File: src/hw/rtl/srp_pkg.sv
`timescale 1ns / 1ps
`default_nettype none
// ----------------------------------------------------------------------------
// srp_pkg
// shared constants, phase table and control types for the rowsum phase block
// ----------------------------------------------------------------------------
package srp_pkg;

    localparam int FIELD_BITS    = 64;
    localparam int WORD_BITS_DEF = 64;
    localparam int LANE_BITS     = 8;

    typedef logic [1:0] t_phase;

    // phase of one bit position, indexed by {cx, cz, tx, tz}; 3 stands for -1
    localparam t_phase G_TABLE [0:15] = '{
        2'd0, 2'd0, 2'd0, 2'd0, 2'd0, 2'd0, 2'd1, 2'd3,
        2'd0, 2'd3, 2'd0, 2'd1, 2'd0, 2'd1, 2'd3, 2'd0
    };

    typedef struct packed {
        logic adv;
        logic last;
    } t_merge_ctl;

endpackage
`default_nettype wire

File: src/hw/rtl/srp_lane.sv
`timescale 1ns / 1ps
`default_nettype none
// ----------------------------------------------------------------------------
// srp_lane
// classifies one slice of bit positions and registers its phase sum mod 4
// ----------------------------------------------------------------------------
module srp_lane #(
    parameter int LANE_W = srp_pkg::LANE_BITS
) (
    input  wire logic              i_clk,
    input  wire logic              i_load,
    input  wire logic [LANE_W-1:0] i_cx,
    input  wire logic [LANE_W-1:0] i_cz,
    input  wire logic [LANE_W-1:0] i_tx,
    input  wire logic [LANE_W-1:0] i_tz,
    output srp_pkg::t_phase        o_delta
);
    import srp_pkg::*;

    t_phase r_delta;
    t_phase n_delta;

    always_comb begin
        n_delta = '0;
        for (int b = 0; b < LANE_W; b++) begin
            n_delta = n_delta + G_TABLE[{i_cx[b], i_cz[b], i_tx[b], i_tz[b]}];
        end
    end

    always_ff @(posedge i_clk) begin
        if (i_load) begin
            r_delta <= n_delta;
        end
    end

    assign o_delta = r_delta;

endmodule
`default_nettype wire

File: src/hw/rtl/srp_merge.sv
`timescale 1ns / 1ps
`default_nettype none
// ----------------------------------------------------------------------------
// srp_merge
// combines lane phase sums into the mod-4 accumulator, clears it on last beat
// ----------------------------------------------------------------------------
module srp_merge #(
    parameter int NUM_LANES = srp_pkg::WORD_BITS_DEF / srp_pkg::LANE_BITS
) (
    input  wire logic                 i_clk,
    input  wire logic                 i_rst_n,
    input  wire srp_pkg::t_merge_ctl  i_ctl,
    input  wire srp_pkg::t_phase      i_lane_delta [NUM_LANES],
    output srp_pkg::t_phase           o_phase
);
    import srp_pkg::*;

    t_phase r_acc;
    t_phase n_acc;
    t_phase w_sum;

    always_comb begin
        w_sum = r_acc;
        for (int l = 0; l < NUM_LANES; l++) begin
            w_sum = w_sum + i_lane_delta[l];
        end
        n_acc   = i_ctl.last ? '0 : w_sum;
        o_phase = i_ctl.last ? w_sum : '0;
    end

    always_ff @(posedge i_clk) begin
        if (!i_rst_n) begin
            r_acc <= '0;
        end else if (i_ctl.adv) begin
            r_acc <= n_acc;
        end
    end

endmodule
`default_nettype wire

File: src/hw/rtl/stabilizer_rowsum_phase.sv
`timescale 1ns / 1ps
`default_nettype none
// ----------------------------------------------------------------------------
// stabilizer_rowsum_phase
// tableau rowsum step: xor update of target words and mod-4 phase per row
// ----------------------------------------------------------------------------
// path: an accepted beat goes through stage one, then the output register
// throughput: one beat per cycle while the output is not stalled; lanes
//   register sums, merge and accumulator update feed the output register
// reset: synchronous, clears both valid stages and the phase accumulator
module stabilizer_rowsum_phase #(
    parameter int WORD_BITS = srp_pkg::WORD_BITS_DEF
) (
    input  wire logic                           i_clk,
    input  wire logic                           i_rst_n,
    input  wire logic                           i_valid,
    output logic                                o_stall,
    input  wire logic [srp_pkg::FIELD_BITS-1:0] i_ctrl_x_word,
    input  wire logic [srp_pkg::FIELD_BITS-1:0] i_ctrl_z_word,
    input  wire logic [srp_pkg::FIELD_BITS-1:0] i_targ_x_word,
    input  wire logic [srp_pkg::FIELD_BITS-1:0] i_targ_z_word,
    input  wire logic                           i_last_word,
    output logic                                o_valid,
    input  wire logic                           i_stall,
    output logic [srp_pkg::FIELD_BITS-1:0]      o_new_targ_x,
    output logic [srp_pkg::FIELD_BITS-1:0]      o_new_targ_z,
    output logic signed [1:0]                   o_phase_out,
    output logic                                o_phase_valid
);
    import srp_pkg::*;

    localparam int NUM_LANES = (WORD_BITS + LANE_BITS - 1) / LANE_BITS;
    localparam int PAD_BITS  = NUM_LANES * LANE_BITS;
    localparam logic [FIELD_BITS-1:0] WORD_MASK =
        {FIELD_BITS{1'b1}} >> (FIELD_BITS - WORD_BITS);

    logic                  r_s1_valid;
    logic                  r_s1_last;
    logic [FIELD_BITS-1:0] r_s1_x;
    logic [FIELD_BITS-1:0] r_s1_z;
    logic                  r_out_valid;
    logic [FIELD_BITS-1:0] r_out_x;
    logic [FIELD_BITS-1:0] r_out_z;
    t_phase                r_out_phase;
    logic                  r_out_pv;

    logic                  w_out_ready;
    logic                  w_s1_ready;
    logic                  w_take;
    logic                  w_adv;
    logic [PAD_BITS-1:0]   w_cx_pad;
    logic [PAD_BITS-1:0]   w_cz_pad;
    logic [PAD_BITS-1:0]   w_tx_pad;
    logic [PAD_BITS-1:0]   w_tz_pad;
    t_phase                w_lane_delta [NUM_LANES];
    t_phase                w_phase;
    t_merge_ctl            w_ctl;

    assign w_out_ready = !r_out_valid || !i_stall;
    assign w_adv       = r_s1_valid && w_out_ready;
    assign w_s1_ready  = !r_s1_valid || w_out_ready;
    assign w_take      = i_valid && w_s1_ready;
    assign o_stall     = !w_s1_ready;

    // only the low WORD_BITS bits take part; the top lane is zero padded
    assign w_cx_pad = PAD_BITS'(i_ctrl_x_word[WORD_BITS-1:0]);
    assign w_cz_pad = PAD_BITS'(i_ctrl_z_word[WORD_BITS-1:0]);
    assign w_tx_pad = PAD_BITS'(i_targ_x_word[WORD_BITS-1:0]);
    assign w_tz_pad = PAD_BITS'(i_targ_z_word[WORD_BITS-1:0]);

    for (genvar l = 0; l < NUM_LANES; l++) begin : g_lane
        srp_lane #(
            .LANE_W (LANE_BITS)
        ) u_lane (
            .i_clk   (i_clk),
            .i_load  (w_take),
            .i_cx    (w_cx_pad[l*LANE_BITS +: LANE_BITS]),
            .i_cz    (w_cz_pad[l*LANE_BITS +: LANE_BITS]),
            .i_tx    (w_tx_pad[l*LANE_BITS +: LANE_BITS]),
            .i_tz    (w_tz_pad[l*LANE_BITS +: LANE_BITS]),
            .o_delta (w_lane_delta[l])
        );
    end

    assign w_ctl.adv  = w_adv;
    assign w_ctl.last = r_s1_last;

    srp_merge #(
        .NUM_LANES (NUM_LANES)
    ) u_merge (
        .i_clk        (i_clk),
        .i_rst_n      (i_rst_n),
        .i_ctl        (w_ctl),
        .i_lane_delta (w_lane_delta),
        .o_phase      (w_phase)
    );

    always_ff @(posedge i_clk) begin
        if (!i_rst_n) begin
            r_s1_valid <= 1'b0;
        end else if (w_s1_ready) begin
            r_s1_valid <= i_valid;
        end
        if (w_take) begin
            r_s1_last <= i_last_word;
            r_s1_x    <= (i_ctrl_x_word ^ i_targ_x_word) & WORD_MASK;
            r_s1_z    <= (i_ctrl_z_word ^ i_targ_z_word) & WORD_MASK;
        end
    end

    // output register lets the next beat in while a result waits
    always_ff @(posedge i_clk) begin
        if (!i_rst_n) begin
            r_out_valid <= 1'b0;
        end else if (w_out_ready) begin
            r_out_valid <= r_s1_valid;
        end
        if (w_adv) begin
            r_out_x     <= r_s1_x;
            r_out_z     <= r_s1_z;
            r_out_phase <= w_phase;
            r_out_pv    <= r_s1_last;
        end
    end

    assign o_valid       = r_out_valid;
    assign o_new_targ_x  = r_out_x;
    assign o_new_targ_z  = r_out_z;
    assign o_phase_out   = signed'(r_out_phase);
    assign o_phase_valid = r_out_pv;

endmodule
`default_nettype wire

File: config.mk
export PLATFORM = sky130hd
export DESIGN_NAME = stabilizer_rowsum_phase
export DESIGN_NICKNAME = d
export VERILOG_FILES = /design/src/hw/rtl/srp_pkg.sv /design/src/hw/rtl/srp_lane.sv /design/src/hw/rtl/srp_merge.sv /design/src/hw/rtl/stabilizer_rowsum_phase.sv
export SDC_FILE = /design/constraint.sdc
export NUM_CORES = 1
export LEC_CHECK = 0
export BUFFER_PORTS_ARGS = -buffer_cell sky130_fd_sc_hd__buf_2
export CAP_MARGIN = 20
export CORE_ASPECT_RATIO = 0.6
export CORE_MARGIN = 4
export CORE_UTILIZATION = 35
export CTS_CLUSTER_SIZE = 40
export DETAILED_ROUTE_END_ITERATION = 10
export PLACE_DENSITY = 0.67
export SLEW_MARGIN = 0
export SYNTH_ARGS = -nofsm -noshare
export SYNTH_HDL_FRONTEND = slang
export SYNTH_SLANG_ARGS = --single-unit
File: constraint.sdc
create_clock -name i_clk -period 7.7 [get_ports i_clk]
set_input_delay 0.385 -clock i_clk [delete_from_list [all_inputs] [get_ports i_clk]]
set_output_delay 0.385 -clock i_clk [all_outputs]
set_load 0.02 [all_outputs]
Word level (Yosys, flattened, before mapping)
Memory sizes are Yosys's and may differ from the RTL's.
Cells that the tools add are included.
- output and inout bits: 133
- register bits: 280
- bits of input ports: 261
- logic and storage cells: 413
- memory bits (read-only): 2048
- memories kept: 64
- memory list (name ; depth ; bits a word ; rd ports ; clocked after Yosys merged registers in ; wr ports ; line ; text):
    (no name shown) ; 16 ; 2 ; 1 ; 0 ; 0 ; srp_lane.sv:26 ; n_delta = n_delta + G_TABLE[{i_cx[b], i_cz[b], i_tx[b], i_tz[b]}];
    (no name shown) ; 16 ; 2 ; 1 ; 0 ; 0 ; srp_lane.sv:26 ;
    (no name shown) ; 16 ; 2 ; 1 ; 0 ; 0 ; srp_lane.sv:26 ;
    (no name shown) ; 16 ; 2 ; 1 ; 0 ; 0 ; srp_lane.sv:26 ;
    (no name shown) ; 16 ; 2 ; 1 ; 0 ; 0 ; srp_lane.sv:26 ;
    (no name shown) ; 16 ; 2 ; 1 ; 0 ; 0 ; srp_lane.sv:26 ;
    +58 memories ; n/a ; n/a ; n/a ; n/a ; n/a ; n/a ;
- bitwise logic cells: 66
- multiplexer cells: 129
- $add $sub $neg: 64
- reductions and logical operators: 8
- order comparisons: 64
- operator list (kind ; number):
    5-bit greater-or-equal comparator, second input constant ; 64
    4-bit inverter with 5-bit output ; 64
    2-bit two-way mux ; 129
    2-bit adder ; 64
    64-bit XOR ; 2
    1-bit logical NOT ; 4
    1-bit logical AND ; 2
    1-bit logical OR ; 2

Depth between registers and ports, before layout
- word-level depth: 11
- depth in mapped cells: 15
- gate-level depth less buffers: 15

Hierarchy
A second synthesis with hierarchy kept.
- cell total of the unflattened synthesis: 1292
- area total of the unflattened synthesis: 17194.0 um^2
- modules (own cells, without submodules) (module ; instances ; cells an instance ; area each (um^2) ; sequential area each (um^2)):
    stabilizer_rowsum_phase ; 1 ; 396 ; 9012.4 ; 7847.5
    srp_lane at g_lane[0].u_lane ... ; 2 ; 109 ; 979.7 ; 60.1
    srp_lane at g_lane[3].u_lane ... ; 2 ; 109 ; 975.9 ; 60.1
    srp_lane at g_lane[6].u_lane ... ; 2 ; 107 ; 968.4 ; 60.1
    srp_lane at g_lane[2].u_lane ; 1 ; 107 ; 1007.2 ; 60.1
    srp_lane at g_lane[1].u_lane ; 1 ; 107 ; 972.2 ; 60.1
    srp_merge ; 1 ; 32 ; 354.1 ; 40.0

Least setup slack after synthesis
No wires, ideal clock.
- kind: flip-flop to flip-flop
- from: register r_out_valid, in the netlist o_valid
- to: register g_lane[0].u_lane.r_delta[0], enable pin
- data arrival time: 7.035 ns
- buffers on the path: 0
- library setup time: 0.665 ns
- path slack: 0.000 ns
- stages on the path, launching flop included: 3
- data required time: 7.035 ns
- clock period less this slack: 7.700 ns
- path through: dfxtp_1 > and3_1 > nor2b_1
- cells in the longest elaborated chain, start to end: 4
- RTL lines (what ; line ; text):
    start: declaration ; stabilizer_rowsum_phase.sv:41 ; logic r_out_valid;
    start signal: assignment ; stabilizer_rowsum_phase.sv:116 ; r_out_valid <= r_s1_valid;
    1-bit logical NOT ; stabilizer_rowsum_phase.sv:59 ; assign w_out_ready = !r_out_valid || !i_stall;
    1-bit logical OR ; stabilizer_rowsum_phase.sv:59 ;
    1-bit logical OR ; stabilizer_rowsum_phase.sv:61 ; assign w_s1_ready = !r_s1_valid || w_out_ready;
    1-bit logical AND ; stabilizer_rowsum_phase.sv:62 ; assign w_take = i_valid && w_s1_ready;
    net g_lane[0].u_lane.i_load ; srp_lane.sv:11 ; input wire logic i_load,
    end signal: assignment ; srp_lane.sv:32 ; r_delta <= n_delta;
    end: declaration ; srp_lane.sv:20 ; t_phase r_delta;
The timed path passes the listed nets, and every way through them passes these cells.
A chain may end at the register's enable or synchronous reset.

Worst setup path after layout
- from: register g_lane[3].u_lane.r_delta[0]
- to: register u_merge.r_acc[1]
- cells in the longest elaborated chain, start to end: 6
- RTL lines (what ; line ; text):
    start: declaration ; srp_lane.sv:20 ;
    start signal: assignment ; srp_lane.sv:32 ;
    2-bit adder (5 in series) ; srp_merge.sv:25 ; w_sum = w_sum + i_lane_delta[l];
    2-bit two-way mux ; srp_merge.sv:27 ; n_acc = i_ctl.last ? '0 : w_sum;
    end signal: assignment ; srp_merge.sv:35 ; r_acc <= n_acc;
    end: declaration ; srp_merge.sv:18 ; t_phase r_acc;
No other way between the ends.

==> impl_metrics.yaml <==
power:
  netSwitchingFraction: 0.2877
  cellLeakagePower_uw: 0.009782
  p_per_area_nw_per_um2: 239.2
  internal-power_uw: 3603
  p_sw_uw: 1455
  ir_worst_vdd_uv: 192.7
  p_clk_frac: 0.300
  combinationalPowerShare: 0.311
  seqPwrFrac: 0.389
die:
  initial_utilization: 0.3533
  die_h_microns: 180.9
  chipWidth_microns: 296.1
  core_sq_um: 49340
  io_pins: 394
  rows: 63
  dieArea_sq_um: 53560
sta:
  skew_ns: 0.006949
  fin_crit_sh: 0.5305
  finalSetupTns_ns: 0
  fmax_mhz: 244.8
  tightest_slew_ns: 0.9345
  finalSetupViolCount: 0
  hold_violations: 0
  relSlewSlack: 0.3770
  rsz0062_at_grt: "no"
  final-max-slew-violation-count: 0
  period_minus_slack_ns: 4.085
routing:
  postRouteAntennaNets: 0
  drtIter0Drc: 415
  viasPerCell: 4.582
  drtPass1Iterations: 4
  vias: 11000
  post_drt_wl_per_cell_microns: 17.11
  wirelength_microns: 41090
  drc: 0
global_route:
  grt_use_total: 0.1468
  overflow: 0
  grt_pass1_wl_microns: 61850
  grt_max_degree: 79
  antenna_found_initial: 9
  first_global_vias: 11480
critical_path:
  critPathArrivalTime_ns: 4.58
  worstPathRequired_ns: 8.20
  rrSetupSlack_ns: 3.62
  cp_max_fo: 2
  crit_type: "reg2reg"
  cp-start-kind: "flop"
  end_kind: "flop"
clock_network:
  holdBufCountCts: 1
  path_clk_slew_ns: 0.07
  cts.path.max_buffers: 3
  cts_root_buf: "clkbuf_16"
  cts_tree: "built"
  clk_latency_ns: 0.57
  ctsResizeCount: 0
  cts.sinks: 280
  numCtsBuffers: 30
  h-tree-depth: 1
  cts_setup_buffers: 0
job:
  cap_violations: 0
synthesis:
  netlist_area_sq_um: 17430
  syn_avg_cell_area_sq_um: 13.14
  yosys_warnings: 0
  synth_seq_area_share: 0.4800
  ys_ff_latch: 280
  synth_nets: 1826
  synth_top_area_cell: "edfxtp_1"
  synthTopCellsByArea: "edfxtp_1, ha_1, xor2_1"
  synthDistinctLibCells: 30
  syn_inst: 1327
  synth_top_area_frac: 0.4754
layout:
  fin_util: 0.4286
  nets: 2223
  layout-drive-gt1-share: 0.2740
  area_growth_pct: 21.32
placement:
  gp_congestion: 0.8556
  portBuffers: 393
  dp_hpwl_microns: 32210
min_path:
  hp-class: "in2reg"
run_status:
  status: "complete, no violations"
==> kinds of logic after synthesis <==
family	synth area share
AOI/OAI and AO/OA	0.04306
xor gates and xnor gates	0.1177
adders and majority gates	0.1872
buffers and inverters	0.04148
DFF	0.4800
muxes	0.09509
and+or+nand+nor	0.03553
==> metal layers <==
metal / wire, microns / GRT usage / up-vias
met5: 68 / 0 / -
met3: 2354 / 0.03698 / 83
met2: 19470 / 0.2464 / 245
met4: 1506 / 0.05049 / 10
met1: 17690 / 0.1846 / 5329
li1: - / - / 5335
==> power groups by stage <==
| stage | clock network (uW) | logic, uW | registers, uW |
|---|---|---|---|
| detailed placement | 0 | 1590 | 2010 |
| finish | 1520 | 1570 | 1970 |
| CTS | 1580 | 1600 | 1980 |
| floorplan | 0 | 1090 | 2030 |
| global placement | 0 | 1540 | 2000 |
| global route | 1640 | 1750 | 1980 |
==> synth_stat cells <==
| master | instances |
|---|---|
| or3_1 | 1 |
| nand2_1 | 68 |
| a21o_1 | 1 |
| ha_1 | 200 |
| xnor3_1 | 11 |
| inv_1 | 155 |
| a21oi_1 | 23 |
| fa_1 | 38 |
| and3_1 | 1 |
| buf_2 | 14 |
| nor2_1 | 46 |
| a21boi_1 | 1 |
| a22oi_2 | 6 |
| a22o_1 | 38 |
| dfxtp_1 | 4 |
| mux2_4 | 2 |
| xnor2_1 | 55 |
| mux2i_1 | 130 |
| clkbuf_1 | 19 |
| o21ai_0 | 5 |
| a22oi_1 | 24 |
| xor2_1 | 151 |
| nor3b_1 | 1 |
| mux2_2 | 25 |
| mux2_1 | 4 |
| edfxtp_1 | 276 |
| nor2b_2 | 1 |
| nor2b_1 | 25 |
| o21a_1 | 1 |
| and2_1 | 1 |
==> cells in the final DEF (no fill, tap or decap), types with 2 or more instances in the layout <==
cell        instances
xnor2_1            55
clkinv_1            7
ha_1              200
clkbuf_16          31
xor2_1            151
mux2_2             25
mux2_1              4
a22oi_1            24
nand2_1            68
mux2i_1           130
clkinv_2            8
a22oi_2             6
fa_1               38
o21ai_0             5
bufinv_16           5
nor2_1             46
clkinvlp_4          2
a22o_1             38
nor2b_1            24
diode_2             3
clkbuf_1            3
edfxtp_1          276
mux2_4              2
xnor3_1            11
buf_4               4
a21oi_1            23
inv_1             154
buf_2             393
dfxtp_1             4
==> critical path, cell delays in order, from the launching register on <==
cell and delay, ns:
edfxtp_1 0.43, fa_1 0.58, fa_1 0.54, inv_1 0.05, fa_1 0.45, fa_1 0.49, inv_1 0.05, fa_1 0.37
xnor2_1 0.19, xnor3_1 0.26, xnor2_1 0.16, or3_1 0.32, a21boi_1 0.12
==> state kept, by name, indices dropped and copies added (netlist names), 2 cells and up <==
| name | count |
|---|---|
| o_new_targ_x | 64 |
| o_new_targ_z | 64 |
| r_s1_x | 64 |
| r_s1_z | 64 |
| g_lane.u_lane.o_delta | 16 |
| o_phase_out | 2 |
| u_merge.r_acc | 2 |
==> worst paths after layout <==
check / cells past startpoint / endpoint / start
worst max-delay path: 12 / u_merge.r_acc[1] / g_lane[3].u_lane.o_delta[0]
worst min-delay path: 2 / r_s1_valid / i_valid
worst max register to register: 12 / u_merge.r_acc[1] / g_lane[3].u_lane.o_delta[0]
worst min register to register: 0 / o_new_targ_z[9] / r_s1_z[9]
==> per-stage QoR <==
step	total power, uW	setup WS [ns]	hold slack [ns]	std cells	area, sq um
global route	5376	3.447	0.03536	2401	21150
floorplan	3122	2.783	0.4003	1327	17440
detailed placement	3594	3.287	0.4045	2341	20120
global placement	3540	3.431	0.4008	2341	20120
finish	5059	3.615	0.05306	2401	21150
CTS	5158	3.590	0.007045	2398	21140
==> area by class of cell <==
| cell class | count | area (sq um) |
|---|---|---|
| Clock buffer | 34 | 787.0 |
| Multi-Input combinational cell | 859 | 8351 |
| Sequential cell | 280 | 8368 |
| Timing Repair Buffer | 398 | 2007 |
| Clock inverter | 22 | 231.5 |
| Fill cell | 4541 | 28190 |
| Inverter | 155 | 586.8 |
| Tap cell | 650 | 813.3 |
| Antenna cell | 3 | 7.507 |
(Power assumes the default switching activity.)
